===== src/sv/pncq_pkg.sv =====
// Shared types, constants and VGA palette ROM for the palette quantizer.
package pncq_pkg;

  localparam int unsigned VgaEntries = 256;
  localparam logic [7:0] RemapFrom = 8'd248;
  localparam logic [7:0] RemapTo = 8'd255;
  localparam logic [17:0] DistStart = 18'd262143;

  localparam logic KindLoad = 1'b0;
  localparam logic KindPixel = 1'b1;

  typedef struct packed {
    logic start;   // latch fetched color, clear best
    logic step;    // evaluate one ROM entry
    logic emit;    // latch result into output register
  } dp_cmd_t;

  typedef struct packed {
    logic last;    // the last ROM entry is being evaluated
  } dp_stat_t;

  localparam logic [23:0] VgaRom [256] = '{
    24'h000000, 24'h0000AA, 24'h00AA00, 24'h00AAAA, 24'hAA0000, 24'hAA00AA, 24'hAA5500, 24'hAAAAAA,
    24'h555555, 24'h5555FF, 24'h55FF55, 24'h55FFFF, 24'hFF5555, 24'hFF55FF, 24'hFFFF55, 24'hFFFFFF,
    24'h000000, 24'h141414, 24'h202020, 24'h2C2C2C, 24'h383838, 24'h454545, 24'h515151, 24'h616161,
    24'h717171, 24'h828282, 24'h929292, 24'hA2A2A2, 24'hB6B6B6, 24'hCBCBCB, 24'hE3E3E3, 24'hFFFFFF,
    24'h0000FF, 24'h4100FF, 24'h7D00FF, 24'hBE00FF, 24'hFF00FF, 24'hFF00BE, 24'hFF007D, 24'hFF0041,
    24'hFF0000, 24'hFF4100, 24'hFF7D00, 24'hFFBE00, 24'hFFFF00, 24'hBEFF00, 24'h7DFF00, 24'h41FF00,
    24'h00FF00, 24'h00FF41, 24'h00FF7D, 24'h00FFBE, 24'h00FFFF, 24'h00BEFF, 24'h007DFF, 24'h0041FF,
    24'h7D7DFF, 24'h9E7DFF, 24'hBE7DFF, 24'hDF7DFF, 24'hFF7DFF, 24'hFF7DDF, 24'hFF7DBE, 24'hFF7D9E,
    24'hFF7D7D, 24'hFF9E7D, 24'hFFBE7D, 24'hFFDF7D, 24'hFFFF7D, 24'hDFFF7D, 24'hBEFF7D, 24'h9EFF7D,
    24'h7DFF7D, 24'h7DFF9E, 24'h7DFFBE, 24'h7DFFDF, 24'h7DFFFF, 24'h7DDFFF, 24'h7DBEFF, 24'h7D9EFF,
    24'hB6B6FF, 24'hC7B6FF, 24'hDBB6FF, 24'hEBB6FF, 24'hFFB6FF, 24'hFFB6EB, 24'hFFB6DB, 24'hFFB6C7,
    24'hFFB6B6, 24'hFFC7B6, 24'hFFDBB6, 24'hFFEBB6, 24'hFFFFB6, 24'hEBFFB6, 24'hDBFFB6, 24'hC7FFB6,
    24'hB6FFB6, 24'hB6FFC7, 24'hB6FFDB, 24'hB6FFEB, 24'hB6FFFF, 24'hB6EBFF, 24'hB6DBFF, 24'hB6C7FF,
    24'h000071, 24'h1C0071, 24'h380071, 24'h550071, 24'h710071, 24'h710055, 24'h710038, 24'h71001C,
    24'h710000, 24'h711C00, 24'h713800, 24'h715500, 24'h717100, 24'h557100, 24'h387100, 24'h1C7100,
    24'h007100, 24'h00711C, 24'h007138, 24'h007155, 24'h007171, 24'h005571, 24'h003871, 24'h001C71,
    24'h383871, 24'h453871, 24'h553871, 24'h613871, 24'h713871, 24'h713861, 24'h713855, 24'h713845,
    24'h713838, 24'h714538, 24'h715538, 24'h716138, 24'h717138, 24'h617138, 24'h557138, 24'h457138,
    24'h387138, 24'h387145, 24'h387155, 24'h387161, 24'h387171, 24'h386171, 24'h385571, 24'h384571,
    24'h515171, 24'h595171, 24'h615171, 24'h695171, 24'h715171, 24'h715169, 24'h715161, 24'h715159,
    24'h715151, 24'h715951, 24'h716151, 24'h716951, 24'h717151, 24'h697151, 24'h617151, 24'h597151,
    24'h517151, 24'h517159, 24'h517161, 24'h517169, 24'h517171, 24'h516971, 24'h516171, 24'h515971,
    24'h000041, 24'h100041, 24'h200041, 24'h300041, 24'h410041, 24'h410030, 24'h410020, 24'h410010,
    24'h410000, 24'h411000, 24'h412000, 24'h413000, 24'h414100, 24'h304100, 24'h204100, 24'h104100,
    24'h004100, 24'h004110, 24'h004120, 24'h004130, 24'h004141, 24'h003041, 24'h002041, 24'h001041,
    24'h202041, 24'h282041, 24'h302041, 24'h382041, 24'h412041, 24'h412038, 24'h412030, 24'h412028,
    24'h412020, 24'h412820, 24'h413020, 24'h413820, 24'h414120, 24'h384120, 24'h304120, 24'h284120,
    24'h204120, 24'h204128, 24'h204130, 24'h204138, 24'h204141, 24'h203841, 24'h203041, 24'h202841,
    24'h2C2C41, 24'h302C41, 24'h342C41, 24'h3C2C41, 24'h412C41, 24'h412C3C, 24'h412C34, 24'h412C30,
    24'h412C2C, 24'h41302C, 24'h41342C, 24'h413C2C, 24'h41412C, 24'h3C412C, 24'h34412C, 24'h30412C,
    24'h2C412C, 24'h2C4130, 24'h2C4134, 24'h2C413C, 24'h2C4141, 24'h2C3C41, 24'h2C3441, 24'h2C3041,
    24'h000000, 24'h000000, 24'h000000, 24'h000000, 24'h000000, 24'h000000, 24'h000000, 24'h000000
  };

endpackage


===== src/sv/pncq_ctrl.sv =====
// Controller: sequences palette fetch, ROM scan and result handoff.
module pncq_ctrl (
  input  logic               clk,
  input  logic               rst,
  input  logic               in_fire,
  input  logic               in_pixel,
  input  logic               out_busy,
  input  logic               out_fire,
  input  pncq_pkg::dp_stat_t stat,
  output logic               in_ready,
  output pncq_pkg::dp_cmd_t  cmd
);

  typedef enum logic [3:0] {
    IDLE  = 4'b0001,
    FETCH = 4'b0010,
    SCAN  = 4'b0100,
    DONE  = 4'b1000
  } state_t;

  state_t state, state_next;

  always_comb begin
    state_next = state;
    cmd = '0;
    in_ready = 1'b0;
    unique case (state)
      IDLE: begin
        in_ready = 1'b1;
        if (in_fire && in_pixel) state_next = FETCH;
      end
      FETCH: begin
        cmd.start = 1'b1;
        state_next = SCAN;
      end
      SCAN: begin
        cmd.step = 1'b1;
        if (stat.last) state_next = DONE;
      end
      DONE: begin
        // hold until the output register is free
        if (!out_busy || out_fire) begin
          cmd.emit = 1'b1;
          state_next = IDLE;
        end
      end
      default: state_next = IDLE;
    endcase
  end

  always_ff @(posedge clk) begin
    if (rst) state <= IDLE;
    else state <= state_next;
  end

endmodule


===== config.mk =====
export PLATFORM = sky130hd
export DESIGN_NAME = pncq_ctrl
export DESIGN_NICKNAME = d
export VERILOG_FILES = /design/src/sv/pncq_pkg.sv /design/src/sv/pncq_ctrl.sv
export SDC_FILE = /design/constraint.sdc
export NUM_CORES = 1
export LEC_CHECK = 0
export BUFFER_PORTS_ARGS = -buffer_cell sky130_fd_sc_hd__buf_2
export CAP_MARGIN = 20
export CORE_AREA = 4 4 41 43
export DETAILED_ROUTE_END_ITERATION = 16
export DIE_AREA = 0 0 45 47
export PLACE_DENSITY = 0.44
export SLEW_MARGIN = 25
export SYNTH_ARGS = -nofsm -noshare
export SYNTH_HDL_FRONTEND = slang
export SYNTH_SLANG_ARGS = --single-unit
export TNS_END_PERCENT = 50

===== constraint.sdc =====
create_clock -name clk -period 1.8 [get_ports clk]
set_input_delay 0.18 -clock clk [delete_from_list [all_inputs] [get_ports clk]]
set_output_delay 0.18 -clock clk [all_outputs]
set_load 0.01 [all_outputs]

==> results.yml <==
run_status:
  status: "finished clean"
worst_setup_path:
  worstPathCellList: "or4b_1 > a21oi_1 > buf_2"
  endpoint_kind: "output pin"
  critical-path-top-delay-family: "simple AND/OR/NAND/NOR gates"
  critPathLaunchType: "flop"
  slowest_stage: "or4b_1"
  worst_path_largest_cell_delay_ns: 0.48
  worst_ep_required_time_ns: 1.62
  critical_path_class: "flop to output pin"
  critPathMaxFanout: 6
  crit_buf_inv: 1
  cp.arrival_ns: 1.42
clock_tree:
  cts_sinks: 4
  hold_buffers: 0
  cts_setup_buffers: 0
  cts_buffers: 3
  clk_pin_slew_ns: 0.03
  clkLatencyLatePin_ns: 0.23
  ctsResizeCount: 0
  cts_tree: "built"
  htreeDepth: 1
  cts_buffer_depth: 2
  clockRootBuffer: "clkbuf_4"
timing:
  setup_viol: 0
  worst_pin_slew_ns: 0.485
  drv_slew: 0
  fin_crit_sh_pct: 88.9
  slew_headroom_pct: 67.2
  tns_ns: 0
  min_period_ns: 1.60
  rsz0062_at_grt: "no"
  fin_skew_ns: 0.000594
  whs_ns: 0.167
  fmax_ghz: 0.625
  hold_violations: 0
detailed_routing:
  drt-initial-drc-count: 1
  via_per_inst: 4.40
  met3_length_um: 56
  dr.pass1.iters: 2
  wl_met1_um: 252
  routed.top_layer: "met4"
  finalWirelength_um: 542
  wire_per_inst_um: 10.2
  vias: 233
  wl_met2_um: 219
  ant_nets: 0
  drc: 0
synthesis:
  netlist_area_um2: 248
  syn_avg_cell_area_um2: 9.53
  netlist_instances: 26
  yosys.cell_types.count: 19
  yosys-top-cells-count: "dfxtp_1 (4), a21oi_1 (2), inv_1 (2), nand2_1 (2), nand2b_1 (2)"
  yosysTopAreaCell: "dfxtp_1"
  yosysMostFrequentCell: "dfxtp_1"
  ys_warn_count: 0
  synth_flop_cell: "dfxtp_1"
  synth-seq-area-share_pct: 32.3
  synth.ff_latch_count: 4
  synth_top_area_share_pct: 32.3
  synth_edf_count: 0
  async_reset_ff_share_pct: 0
  synth_area_leaders: "dfxtp_1 (32%), nand3b_4 (8.1%), nor4b_2 (6.1%)"
  synth_nets: 33
global_route:
  grtUsageTotal_pct: 6.87
  overflow: 0
  grt_pass1_wl_um: 938
  grt_max_degree: 8
  antenna_found_initial: 0
  grt_pass1_vias: 235
power_and_ir_drop:
  p_clk_share_pct: 44.4
  power.switching_w: 0.0000548
  cellInternalPower_w: 0.000186
  powerDensity_nw_per_um2: 726
  p_sw_share_pct: 22.8
  ir_worst_vdd_uv: 228
  seq_power_share_pct: 41.5
  pwr-share-comb_pct: 14.1
  p_leak_nw: 0.141
final_layout:
  num-fill-cells: 154
  largest_reg_flops: 4
  nets: 47
  largestRegisters: "state x4"
  final_util_pct: 25.5
  largest-register: "state"
  diodes: 0
  final_cells: 53
  drive_gt1_share_pct: 39.5
  area_growth_pct: 33.8
die:
  core_um2: 1300
  core.rowCount: 13
  dieArea_um2: 2120
  start_util_pct: 19.0
  die_w_um: 45
  chipHeight_um: 47
  pin_count: 11
placement:
  numPortBuffers: 10
  gp_congestion: 0.723
  dp_cells: 50
flow_run:
  cap_viol_max_count: 0
worst_hold_path:
  holdCritPathClass: "input pin to flop"
==> worst paths after layout <==
path / to / depth (start not counted) / slack (ns) / startpoint
min: state[3] / 2 / 0.17 / rst
max reg2reg: state[0] / 3 / 0.44 / state[3]
min reg2reg: state[2] / 1 / 0.56 / state[0]
max: cmd[0] / 3 / 0.20 / state[3]
==> per-stage QoR <==
stage          instance area [um^2]  worst slack, ns  power (W)
6_report                        332            0.200   0.000241
5_1_grt                         332           0.0943   0.000256
4_1_cts                         332            0.177   0.000248
3_5_place_dp                    309            0.431   0.000135
3_3_place_gp                    309            0.427   0.000135
2_1_floorplan                   248            0.391   0.000120
==> kinds of logic after synthesis <==
logic type	synth area share, %
AOI/OAI and AO/OA	19.7
xor gates and xnor gates	3.54
buffers and inverters	6.06
DFF	32.3
and+or+nand+nor	38.4
==> metal layers <==
layer / track usage (%) / vias to the layer above
li1: - / 120
met1: 7.26 / 99
met3: 1.53 / 2
met5: 0 / -
met2: 9.32 / 12
met4: 10.5 / 0
==> power by group through the flow <==
stage | Combinational (W) | Clock (W) | Sequential [W]
final | 0.0000339 | 0.000107 | 0.0000998
after global routing | 0.0000382 | 0.000118 | 0.000100
after CTS | 0.0000345 | 0.000114 | 0.0000997
after detailed placement | 0.0000343 | 0 | 0.000101
after global placement | 0.0000343 | 0 | 0.000101
after floorplan | 0.0000202 | 0 | 0.0000995
==> placed cells by master, fill, tap and decap left out <==
cell and instances:
buf_2 10, dfxtp_1 4, clkbuf_4 3, nand2b_1 2, inv_1 2, a21oi_1 2, nand2_1 2, nor3_1 1
nor4b_1 1, nor4b_2 1, or4b_1 1, or3b_1 1, a2111oi_1 1, nor3b_1 1, nand3b_4 1, xor2_1 1
o21ai_0 1, o211ai_1 1, a21o_1 1, a31o_1 1
==> area by class of cell <==
cell class,count,area [um^2],area share [%]
Timing Repair Buffer,10,50.0,15.1
Sequential cell,4,80.1,24.2
Multi-Input combinational cell,19,153,46.0
Tap cell,15,18.8,5.66
Inverter,2,7.51,2.26
Clock buffer,3,22.5,6.79
Note: power is estimated with default switching activity, not from simulation.
